### config.mk
export PLATFORM = sky130hd
export DESIGN_NAME = lidar_camera_timestamp_sync
export DESIGN_NICKNAME = d
export VERILOG_FILES = /design/src/hw/rtl/lcts_pkg.sv /design/src/hw/rtl/lcts_datapath.sv /design/src/hw/rtl/lcts_ctrl.sv /design/src/hw/rtl/lidar_camera_timestamp_sync.sv
export SDC_FILE = /design/constraint.sdc
export NUM_CORES = 2
export LEC_CHECK = 0
export BUFFER_PORTS_ARGS = -buffer_cell sky130_fd_sc_hd__clkbuf_2
export CORE_ASPECT_RATIO = 1.4
export CORE_UTILIZATION = 55
export DETAILED_ROUTE_END_ITERATION = 6
export PLACE_DENSITY = 0.79
export SYNTH_ARGS = -nofsm -noshare
export SYNTH_HDL_FRONTEND = slang
export SYNTH_SLANG_ARGS = --single-unit
### constraint.sdc
create_clock -name i_clk -period 17.53 [get_ports i_clk]
set_input_delay 3.506 -clock i_clk [delete_from_list [all_inputs] [get_ports i_clk]]
set_output_delay 3.506 -clock i_clk [all_outputs]
set_load 0.01 [all_outputs]
### src/hw/rtl/lcts_pkg.sv
// ============================================================================
// lcts_pkg
// Shared types and constants for the lidar/camera timestamp synchronizer.
// ============================================================================
package lcts_pkg;

    localparam int TS_W        = 30;
    localparam int TAG_W       = 16;
    localparam int CAM_FIELD_W = 3;
    localparam int ACTION_W    = 2;

    // Action codes of an input transaction.
    localparam logic [ACTION_W-1:0] ACT_LIDAR  = 2'd0;
    localparam logic [ACTION_W-1:0] ACT_CAMERA = 2'd1;
    localparam logic [ACTION_W-1:0] ACT_TICK   = 2'd2;

    // Kind codes of a result transaction.
    localparam logic KIND_LIDAR  = 1'b0;
    localparam logic KIND_CAMERA = 1'b1;

    // Default match window, 50 ms.
    localparam logic [TS_W-1:0] TOL_RESET = 30'd50000000;

    typedef struct packed {
        logic [ACTION_W-1:0]    action;
        logic [CAM_FIELD_W-1:0] camera_index;
        logic [TS_W-1:0]        timestamp_ns;
        logic [TAG_W-1:0]       frame_tag;
    } t_in_item;

    typedef struct packed {
        logic                   kind;
        logic [CAM_FIELD_W-1:0] source_camera;
        logic [TAG_W-1:0]       out_tag;
        logic [TS_W-1:0]        out_timestamp;
        logic                   last;
    } t_out_item;

    typedef struct packed {
        logic [TS_W-1:0]  ts;
        logic [TAG_W-1:0] tag;
    } t_entry;

    typedef enum logic [2:0] {
        ST_IDLE,
        ST_CHECK,
        ST_CAM_RD,
        ST_CAM_CMP,
        ST_FINISH
    } t_state;

    // Commands from the controller to the datapath.
    typedef struct packed {
        logic                   accept;
        logic                   load_lidar;
        logic                   pop_lidar;
        logic                   cam_pop;
        logic                   load_cam;
        logic                   emit;
        logic                   emit_last;
        logic [CAM_FIELD_W-1:0] cam;
    } t_dp_cmd;

    // Status from the datapath to the controller.
    typedef struct packed {
        logic lidar_empty;
        logic any_cam_empty;
        logic cam_empty;
        logic cam_match;
    } t_dp_status;

endpackage

### src/hw/rtl/lcts_datapath.sv
// ============================================================================
// lcts_datapath
// Frame FIFOs, tolerance register, match compare and result registers.
// ============================================================================
module lcts_datapath
    import lcts_pkg::*;
#(
    parameter int NUM_CAMERAS = 4,
    parameter int QUEUE_DEPTH = 16
) (
    input  logic            i_clk,
    input  logic            i_rst_n,
    input  t_in_item        i_item,
    input  logic            i_cfg_we,
    input  logic [TS_W-1:0] i_cfg_wdata,
    input  t_dp_cmd         i_cmd,
    output t_dp_status      o_status,
    output logic            o_strobe,
    output t_out_item       o_result
);

    localparam int IDX_W      = (QUEUE_DEPTH > 1) ? $clog2(QUEUE_DEPTH) : 1;
    localparam int CNT_W      = $clog2(QUEUE_DEPTH + 1);
    localparam int SUM_W      = IDX_W + 1;
    localparam int CAM_W      = (NUM_CAMERAS > 1) ? $clog2(NUM_CAMERAS) : 1;
    localparam int LMEM_DEPTH = 2 ** IDX_W;
    localparam int CMEM_DEPTH = 2 ** (CAM_W + IDX_W);

    logic [TS_W-1:0]  r_tol;
    logic [TS_W-1:0]  r_lts;
    t_out_item        r_pend;
    t_out_item        r_out;
    logic             r_out_valid;

    t_entry           lidar_mem [LMEM_DEPTH];
    t_entry           r_l_rd;
    logic [IDX_W-1:0] r_l_head;
    logic [CNT_W-1:0] r_l_cnt;

    t_entry           cam_mem [CMEM_DEPTH];
    t_entry           r_c_rd;
    logic [IDX_W-1:0] r_c_head [NUM_CAMERAS];
    logic [CNT_W-1:0] r_c_cnt  [NUM_CAMERAS];

    logic [CAM_W-1:0]       sel;
    logic [IDX_W-1:0]       sel_head;
    logic [CNT_W-1:0]       sel_cnt;
    logic [IDX_W-1:0]       l_tail;
    logic [IDX_W-1:0]       c_tail;
    logic [SUM_W-1:0]       l_sum;
    logic [SUM_W-1:0]       c_sum;
    logic [IDX_W-1:0]       l_head_inc;
    logic [IDX_W-1:0]       c_head_inc;
    logic                   lidar_push;
    logic                   cam_push;
    logic                   cam_ok;
    logic [NUM_CAMERAS-1:0] cam_empty_vec;
    logic [TS_W-1:0]        diff;

    // Arrivals select by the incoming index, the tick walk by the controller's camera.
    assign sel      = i_cmd.accept ? i_item.camera_index[CAM_W-1:0] : i_cmd.cam[CAM_W-1:0];
    assign sel_head = r_c_head[sel];
    assign sel_cnt  = r_c_cnt[sel];

    assign cam_ok     = 4'(i_item.camera_index) < 4'(NUM_CAMERAS);
    assign lidar_push = i_cmd.accept && (i_item.action == ACT_LIDAR)
                        && (r_l_cnt != CNT_W'(QUEUE_DEPTH));
    assign cam_push   = i_cmd.accept && (i_item.action == ACT_CAMERA) && cam_ok
                        && (sel_cnt != CNT_W'(QUEUE_DEPTH));

    // Tail slot is head plus fill level, wrapped once.
    always_comb begin
        l_sum = SUM_W'(r_l_head) + SUM_W'(r_l_cnt);
        if (l_sum >= SUM_W'(QUEUE_DEPTH)) begin
            l_sum = l_sum - SUM_W'(QUEUE_DEPTH);
        end
        l_tail = l_sum[IDX_W-1:0];

        c_sum = SUM_W'(sel_head) + SUM_W'(sel_cnt);
        if (c_sum >= SUM_W'(QUEUE_DEPTH)) begin
            c_sum = c_sum - SUM_W'(QUEUE_DEPTH);
        end
        c_tail = c_sum[IDX_W-1:0];
    end

    assign l_head_inc = (r_l_head == IDX_W'(QUEUE_DEPTH - 1)) ? '0 : r_l_head + 1'b1;
    assign c_head_inc = (sel_head == IDX_W'(QUEUE_DEPTH - 1)) ? '0 : sel_head + 1'b1;

    always_comb begin
        for (int c = 0; c < NUM_CAMERAS; c++) begin
            cam_empty_vec[c] = (r_c_cnt[c] == '0);
        end
    end

    assign diff = (r_c_rd.ts >= r_lts) ? (r_c_rd.ts - r_lts) : (r_lts - r_c_rd.ts);

    assign o_status.lidar_empty   = (r_l_cnt == '0);
    assign o_status.any_cam_empty = |cam_empty_vec;
    assign o_status.cam_empty     = (sel_cnt == '0);
    assign o_status.cam_match     = (diff <= r_tol);

    // Lidar FIFO storage; the head entry is read every cycle.
    always_ff @(posedge i_clk) begin
        if (lidar_push) begin
            lidar_mem[l_tail] <= '{ts: i_item.timestamp_ns, tag: i_item.frame_tag};
        end
        r_l_rd <= lidar_mem[r_l_head];
    end

    // Camera FIFO storage, one region per camera.
    always_ff @(posedge i_clk) begin
        if (cam_push) begin
            cam_mem[{sel, c_tail}] <= '{ts: i_item.timestamp_ns, tag: i_item.frame_tag};
        end
        r_c_rd <= cam_mem[{sel, sel_head}];
    end

    always_ff @(posedge i_clk) begin
        if (!i_rst_n) begin
            r_l_head <= '0;
            r_l_cnt  <= '0;
            for (int c = 0; c < NUM_CAMERAS; c++) begin
                r_c_head[c] <= '0;
                r_c_cnt[c]  <= '0;
            end
        end else begin
            if (lidar_push) begin
                r_l_cnt <= r_l_cnt + 1'b1;
            end else if (i_cmd.pop_lidar) begin
                r_l_head <= l_head_inc;
                r_l_cnt  <= r_l_cnt - 1'b1;
            end
            if (cam_push) begin
                r_c_cnt[sel] <= sel_cnt + 1'b1;
            end else if (i_cmd.cam_pop) begin
                r_c_head[sel] <= c_head_inc;
                r_c_cnt[sel]  <= sel_cnt - 1'b1;
            end
        end
    end

    always_ff @(posedge i_clk) begin
        if (!i_rst_n) begin
            r_tol       <= TOL_RESET;
            r_out_valid <= 1'b0;
        end else begin
            if (i_cfg_we) begin
                r_tol <= i_cfg_wdata;
            end
            r_out_valid <= i_cmd.emit;
        end
    end

    // The pending result is held back one step so its last flag is known when sent.
    always_ff @(posedge i_clk) begin
        if (i_cmd.emit) begin
            r_out <= '{kind: r_pend.kind, source_camera: r_pend.source_camera,
                       out_tag: r_pend.out_tag, out_timestamp: r_pend.out_timestamp,
                       last: i_cmd.emit_last};
        end
        if (i_cmd.load_lidar) begin
            r_lts  <= r_l_rd.ts;
            r_pend <= '{kind: KIND_LIDAR, source_camera: '0, out_tag: r_l_rd.tag,
                        out_timestamp: r_l_rd.ts, last: 1'b0};
        end else if (i_cmd.load_cam) begin
            r_pend <= '{kind: KIND_CAMERA, source_camera: i_cmd.cam, out_tag: r_c_rd.tag,
                        out_timestamp: r_c_rd.ts, last: 1'b0};
        end
    end

    assign o_strobe = r_out_valid;
    assign o_result = r_out;

endmodule

### src/hw/rtl/lcts_ctrl.sv
// ============================================================================
// lcts_ctrl
// Sequencer for the synchronization tick: lidar check, camera walk, finish.
// ============================================================================
module lcts_ctrl
    import lcts_pkg::*;
#(
    parameter int NUM_CAMERAS = 4
) (
    input  logic                i_clk,
    input  logic                i_rst_n,
    input  logic                i_start,
    input  logic [ACTION_W-1:0] i_action,
    input  t_dp_status          i_status,
    output logic                o_busy,
    output t_dp_cmd             o_cmd
);

    localparam int CAM_W = (NUM_CAMERAS > 1) ? $clog2(NUM_CAMERAS) : 1;

    t_state           r_state;
    t_state           n_state;
    logic [CAM_W-1:0] r_cam;
    logic [CAM_W-1:0] n_cam;
    logic             cam_is_last;

    assign cam_is_last = (r_cam == CAM_W'(NUM_CAMERAS - 1));

    always_ff @(posedge i_clk) begin
        if (!i_rst_n) begin
            r_state <= ST_IDLE;
            r_cam   <= '0;
        end else begin
            r_state <= n_state;
            r_cam   <= n_cam;
        end
    end

    always_comb begin
        n_state = r_state;
        n_cam   = r_cam;
        o_cmd   = '0;
        o_cmd.cam = CAM_FIELD_W'(r_cam);
        o_busy  = (r_state != ST_IDLE);

        unique case (r_state)
            ST_IDLE: begin
                o_cmd.accept = i_start;
                if (i_start && (i_action == ACT_TICK)) begin
                    n_state = ST_CHECK;
                end
            end
            ST_CHECK: begin
                n_cam = '0;
                if (i_status.lidar_empty) begin
                    n_state = ST_IDLE;
                end else if (i_status.any_cam_empty) begin
                    o_cmd.pop_lidar = 1'b1;
                    n_state         = ST_IDLE;
                end else begin
                    o_cmd.load_lidar = 1'b1;
                    n_state          = ST_CAM_RD;
                end
            end
            ST_CAM_RD: begin
                if (!i_status.cam_empty) begin
                    n_state = ST_CAM_CMP;
                end else if (cam_is_last) begin
                    n_state = ST_FINISH;
                end else begin
                    n_cam = r_cam + 1'b1;
                end
            end
            ST_CAM_CMP: begin
                o_cmd.cam_pop = 1'b1;
                if (i_status.cam_match) begin
                    o_cmd.emit     = 1'b1;
                    o_cmd.load_cam = 1'b1;
                    if (cam_is_last) begin
                        n_state = ST_FINISH;
                    end else begin
                        n_cam   = r_cam + 1'b1;
                        n_state = ST_CAM_RD;
                    end
                end else begin
                    n_state = ST_CAM_RD;
                end
            end
            ST_FINISH: begin
                o_cmd.emit      = 1'b1;
                o_cmd.emit_last = 1'b1;
                o_cmd.pop_lidar = 1'b1;
                n_state         = ST_IDLE;
            end
            default: begin
                n_state = ST_IDLE;
            end
        endcase
    end

endmodule

### src/hw/rtl/lidar_camera_timestamp_sync.sv
// ============================================================================
// lidar_camera_timestamp_sync
// Pairs the oldest lidar frame with at most one matching frame from each camera.
// ============================================================================
// An arrival transaction is taken and busy never rises for it. A tick that finds the
// lidar FIFO or any camera FIFO empty returns to idle from the check state; otherwise
// busy stays high while the cameras are walked in order, each camera entry examined
// passing through a read state and a compare state as the camera FIFO read is registered.
// Results follow on o_strobe, the last one in the first cycle with busy low; the
// receiver cannot stall. Reset (synchronous, active low) empties all FIFOs and sets
// tolerance to 50 ms.
module lidar_camera_timestamp_sync
    import lcts_pkg::*;
#(
    parameter int NUM_CAMERAS = 4,
    parameter int QUEUE_DEPTH = 16
) (
    input  logic            i_clk,
    input  logic            i_rst_n,
    // Command side: a transaction is taken when start is high and busy is low.
    input  logic            start,
    output logic            busy,
    input  t_in_item        i_item,
    // Tolerance register write port.
    input  logic            i_cfg_we,
    input  logic [TS_W-1:0] i_cfg_wdata,
    // Result side: one result transaction per cycle with o_strobe high.
    output logic            o_strobe,
    output t_out_item       o_result
);

    t_dp_cmd    cmd;
    t_dp_status status;

    // The controller owns sequencing: it accepts transactions, checks the lidar
    // and camera fill levels on a tick and then walks the cameras in order.
    lcts_ctrl #(
        .NUM_CAMERAS (NUM_CAMERAS)
    ) u_ctrl (
        .i_clk    (i_clk),
        .i_rst_n  (i_rst_n),
        .i_start  (start),
        .i_action (i_item.action),
        .i_status (status),
        .o_busy   (busy),
        .o_cmd    (cmd)
    );

    // The datapath holds the FIFOs and the match compare. Each result is held in
    // a pending register until the next one is found or the walk ends, so that
    // the last flag is known when the result goes out.
    lcts_datapath #(
        .NUM_CAMERAS (NUM_CAMERAS),
        .QUEUE_DEPTH (QUEUE_DEPTH)
    ) u_datapath (
        .i_clk       (i_clk),
        .i_rst_n     (i_rst_n),
        .i_item      (i_item),
        .i_cfg_we    (i_cfg_we),
        .i_cfg_wdata (i_cfg_wdata),
        .i_cmd       (cmd),
        .o_status    (status),
        .o_strobe    (o_strobe),
        .o_result    (o_result)
    );

endmodule
# --- After elaboration in Yosys (flattened, before gate mapping) ---
# Memory sizes are Yosys's and may differ from the RTL's. A register that Yosys moved wholly into a read port is not among the register bits.
# Cells that the tools add are included.
word_totals:
  wordCells: 129
  output_inout_bits: 53
  n_memories: 4
  ramBits: 3716
  register_bits: 174
  in_bits: 85
memory_table:
  columns: ["name", "depth", "word_bits", "rd", "rd_ports_with_merged_regs", "wr", "line_no", "rtl"]
  rows:
  - ["u_datapath.cam_mem", 64, 46, 1, 1, 1, "lcts_datapath.sv:40", "t_entry cam_mem [CMEM_DEPTH];"]
  - ["u_datapath.lidar_mem", 16, 46, 1, 1, 1, "lcts_datapath.sv:35", "t_entry lidar_mem [LMEM_DEPTH];"]
  - ["u_datapath.r_c_cnt", 4, 5, 5, 0, 4, "lcts_datapath.sv:43", "logic [CNT_W-1:0] r_c_cnt [NUM_CAMERAS];"]
  - ["u_datapath.r_c_head", 4, 4, 1, 0, 4, "lcts_datapath.sv:42", "logic [IDX_W-1:0] r_c_head [NUM_CAMERAS];"]
op_classes:
  n_eq_ne: 15
  n_lt_le_gt_ge: 5
  bitwise: 2
  n_mux: 50
  reduce_logical: 24
  add_sub_neg: 13
op_table:
  columns: ["op", "count"]
  rows:
  - ["$mux W47", 2]
  - ["$sub A30 B30 Y30", 2]
  - ["$ge A30 B30 Y1", 1]
  - ["$le A30 B30 Y1", 1]
  - ["$logic_not A5 Y1", 6]
  - ["$mux W30", 1]
  - ["$mux W2", 11]
  - ["$mux W4", 5]
  - ["$mux W5", 4]
  - ["$mux W1", 18]
  - ["$mux W3", 5]
  - ["$pmux W3 S4", 1]
  - ["$add A4 B5 Y5", 2]
  - ["$add A5 B1 Y5 const B", 2]
  - ["$ge A5 B5 Y1 const B", 2]
  - ["$ne A5 B5 Y1 const B", 2]
  - ["$sub A5 B1 Y5 const B", 2]
  - ["$add A4 B1 Y4 const B", 2]
  - ["$eq A4 B4 Y1 const B", 2]
  - ["$reduce_or A4 Y1", 2]
  - ["$sub A4 B1 Y4 const B", 2]
  - ["$eq A3 B2 Y1 const B", 2]
  - ["$logic_and A1 B1 Y1", 6]
  - ["$pmux W2 S3", 1]
  - ["19 further kinds", 25]

# --- Depth between registers and ports, before layout ---
depth:
  word_depth: 12
  mapped_depth: 27
  depth_no_buf: 25

# --- By module ---
# From an unflattened synthesis, not the netlist that was laid out.
hier_totals:
  cells_unflattened: 10589
  area_unflattened_um2: 158216.7
by_module_without_submodules:
  columns: ["mod", "area_per_inst_um2", "cells_per_inst", "seq_area_each_um2", "instances"]
  rows:
  - ["lcts_datapath", 157852.6, 10539, 118123.3, 1]
  - ["lcts_ctrl", 364.1, 50, 100.1, 1]

# --- Least setup slack after synthesis ---
# Ideal clock, no wire load.
synth_timing:
  kind: "input -> register"
  start: "input start"
  end: "memory u_datapath.cam_mem[58][0] (netlist name) (enable)"
  required_time_ns: 17.080
  path_buffers: 4
  slack_ns: 8.521
  t_arrival_ns: 8.559
  setup_time_ns: 0.450
  cell_stages: 14
  cell_sequence: "nor4b_4 > mux2_4 > buf_6 > mux4_2 > buf_4 > buf_4 > buf_2 > ha_1 > a21o_1 > a21oi_1 > xnor2_1 > xor2_1 > nand2_1 > nor2_1"
synth_between:
  elab_chain_len: 7
  word_cells_on_any_way: 14
  cone_classes: "add/sub (2); order compare (1); eq/ne (1); mux (5); reduce/logical (3); memory (2)"
synth_rtl:
  columns: ["item", "line_no", "rtl"]
  rows:
  - ["from (decl)", "lidar_camera_timestamp_sync.sv:21", "input logic start,"]
  - ["$mux W1 *", "lcts_ctrl.sv:46", "unique case (r_state)"]
  - ["parallel branches: the longest is 6 deep, another holds $add A4 B5 Y5", null, null]
  - ["to (decl)", "lcts_datapath.sv:40", null]
# Mark *: on every way between the ends.

# --- Final worst setup path ---
layout_timing:
  start: "input start"
  end: "register u_datapath.r_c_rd[14] (netlist name)"
layout_between:
  elab_chain_len: 3
layout_rtl:
  columns: ["item", "line_no", "rtl"]
  rows:
  - ["$mux W1 *", "lcts_ctrl.sv:46", null]
  - ["$mux W2 *", "lcts_datapath.sv:61", "assign sel = i_cmd.accept ? i_item.camera_index[CAM_W-1:0] : i_cmd.cam[CAM_W-1:0];"]
  - ["$mem_v2 Z4 W4", null, null]
# Every way passes the cells marked *; elsewhere a longest branch is shown, timed or not.
# A chain may end at the register's enable or synchronous reset.

==> metrics <==
core area=284000 um^2; io pins=138; Internal=15.4 mW; asr flop ratio synth=0; Synth Flop Type=edfxtp_1; switching power=4.84 mW; M1 WL=138000 um; Detailed Route WL=421000 um; Worst Hold Endpoint=u_datapath.o_result[45]$_DFFE_PP_; RSZ-0062 raised after global routing=no; post-route DRC violation count=14; Synth Area in Adders=0.00905; CTS Root Cell=clkbuf_16; DP Wirelength=229000 um; Post-CTS Hold Buffers=0; wire per inst=29.5 um; Slew HR=0.0654; Synth cell types=70; sw frac=0.240; post-placement cell count=13636; final net count=10449; P_leak=56.2 nW; critical path data arrival time=10.12 ns; Layout Cells excl Fill=14265; via count=93389; post-synthesis simple-gate area fraction=0.0941; CP Launch Type=primary input; total track usage=0.287; Hold Crit Depth=0; CTS clock-pin slew for the worst setup and hold paths=0.06 ns; Placer Congestion=0.896; Slew @ Worst Pin=1.37 ns; Yosys warning count=0; path depth of the worst reg2reg path=23; worst skew pair latency=0.92 ns; initial antenna violation count=30; CP endpoint kind=register; Worst Hold Launch=u_datapath.r_pend[45]$_DFFE_PP_; CTS Buffer Depth=4; Syn Nets=10402; initial drt markers=13183; initial core utilization=0.554; post-synthesis register bit count=3982; Routed met2 length=210000 um; most frequent cells in the layout=3842 x edfxtp_1, 2056 x nand2_1, 507 x a211oi_1; register area share after synthesis=0.752; Setup TNS=0 ns; Die Width=454 um; Worst Path Required=18.27 ns; Worst R2R End=u_datapath.o_result[26]$_DFFE_PP_; synthesized area=157000 um^2; CP max FO=134; vias per cell=6.55; f_max=107 MHz; minimum clock period=9.38 ns; vias in the first global route=91670; Post-Synth XOR/XNOR Area=0.00245; Max-Cap Viols=0; input/output buffers=136; final worst path period share=0.535; Post-CTS Setup Repair Bufs=0; largest family of logic cells by synthesized area=simple AND/OR/NAND/NOR gates; Total Power=20.2 mW; largest net degree at the start of global routing=191; Hold WS=0.411 ns; fin util=0.610; Sink Count=3982; Rows=231; status=finished, violations left; clk_skew=0.0536 ns; htree depth=5; mux contribution to synthesized area=0.0409; Synth Area in Compound Gates=0.0781; total CTS buffers=341; first-pass GRT wire length=602000 um; placed inst area=162000 um^2; top layer in use=met5; number of flops mapped to enable cells by yosys=3842; post-route ant nets=0; post-CTS sizing=0; Syn Area/Cell=15.4 um^2; die area=288000 um^2; max-slew violations=0; die height=634 um; Area Growth Syn to Fin=10.1%; Post-Syn Instances=10207; failing checks=DRC; critical path class=in2reg; sequential share of power=0.527; power per cell area=117 nW/um^2; fin area=173000 um^2; Overflow after GRT=0; Pre-antenna DRT Iters=7; IR drop worst, VDD=85.1 uV; layout cells sized above 1=0.118; HP Class=reg2reg; Fin. Hold Viols=0; most common cell after layout, fill and taps aside=edfxtp_1; RR Startpoint=u_datapath.r_c_rd[18]$_DFF_P_; r2r setup slk=9.33 ns; Comb power frac=0.096; pre-CTS setup slack=7.39 ns; Clk pwr share=0.377; fill cell count=19185; crit path setup slack, layout=8.15 ns; CTS tree=yes; endpoints failing setup=0; DR WL met3=43400 um
-- sequential cells by signal, indices dropped and copies added (netlist names) --
| register | cells |
|---|---|
| u_datapath.r_tol | 30 |
| u_datapath.r_c_rd | 46 |
| u_datapath.cam_mem | 2944 |
| u_datapath.r_l_cnt | 5 |
| u_datapath.r_l_head | 4 |
| u_datapath.lidar_mem | 736 |
| u_ctrl.r_cam | 2 |
| u_datapath.o_strobe | 1 |
| u_datapath.r_lts | 30 |
| u_datapath.r_c_cnt | 20 |
| u_datapath.r_c_head | 16 |
| u_datapath.o_result | 50 |
| u_datapath.r_l_rd | 46 |
| u_ctrl.r_state | 3 |
| u_datapath.r_pend | 49 |
-- worst max path at each step --
| stage | start | endpoint | slack [ns] |
|---|---|---|---|
| finish | start | u_datapath.r_c_rd[14]$_DFF_P_ | 8.15 |
| detailed placement | start | u_datapath.r_c_rd[14]$_DFF_P_ | 7.39 |
| CTS | start | u_datapath.r_c_rd[5]$_DFF_P_ | 8.29 |
| global placement | start | u_datapath.r_c_rd[13]$_DFF_P_ | 7.34 |
| global route | start | u_datapath.r_c_rd[14]$_DFF_P_ | 7.77 |
| floorplan | start | u_datapath.cam_mem[58][0]$_DFFE_PP_ | 8.52 |
-- critical path, cell delays in order --
cell and delay [ns]:
clkbuf_2 0.11, nor4b_4 0.44, mux2_4 0.46, mux2i_1 0.19, nand2_1 0.21, nand2_8 0.37
inv_16 0.54, buf_4 0.71, buf_4 0.63, buf_4 0.77, buf_4 0.77, nor2b_1 0.14
a211oi_1 0.29, a311oi_1 0.10, a31oi_1 0.28, and4_1 0.28, nand3_1 0.09
-- power groups by stage --
stage,clock [mW],combinational [mW],sequential [mW]
floorplan,0,1.22,10.7
global placement,0,1.80,10.8
detailed placement,0,1.87,10.8
CTS,7.64,1.89,10.6
global route,7.98,2.06,10.6
finish,7.62,1.93,10.6
-- synth_stat cells (all sizes together), types with 13 or more instances --
library cell / instances / area (um^2)
edfxtp: 3842 / 115000
a311oi: 321 / 2810
o21ai: 74 / 370
and4: 48 / 420
a31oi: 376 / 2350
nor2: 157 / 594
nor2b: 497 / 3110
clkbuf: 318 / 1200
nand3: 176 / 881
xor2: 18 / 158
dfxtp: 140 / 2800
mux4: 237 / 5340
xnor2: 26 / 228
a21o: 41 / 308
and3: 233 / 1460
mux2i: 85 / 851
mux2: 21 / 244
buf: 346 / 2000
nor3: 13 / 70.1
a211oi: 507 / 3810
nand2: 2061 / 7750
inv: 116 / 440
o211ai: 20 / 150
a2111oi: 94 / 842
ha: 104 / 1300
nand4: 15 / 93.8
a22oi: 89 / 668
a21oi: 125 / 626
-- per-layer routing --
metal	vias up	GRT usage
li1	39288	-
met1	46514	0.336
met2	6176	0.484
met3	1399	0.0551
met4	12	0.186
met5	-	0
-- layout make-up --
cell class	count	area, um^2	share of cell area
clock inverters	169	1760	0.0102
flip-flops and latches	3982	118000	0.683
multi-input cells	5445	36100	0.209
clock buffers	445	9340	0.0540
inverters	116	468	0.00270
diodes	12	30.0	0.000174
well taps	3728	4660	0.0270
repair buffers	368	2460	0.0142
-- kinds of logic (layout without fill, tap and decap cells) --
group	count (synthesis)	in the layout
compound gates	1690	1690
xor+xnor	44	44
fa+ha+maj	110	110
buf+inv	780	1098
flops	3982	3982
mux	343	343
other cells	1	13
simple gates	3257	3257
Note: power is estimated with default switching activity, not from simulation.
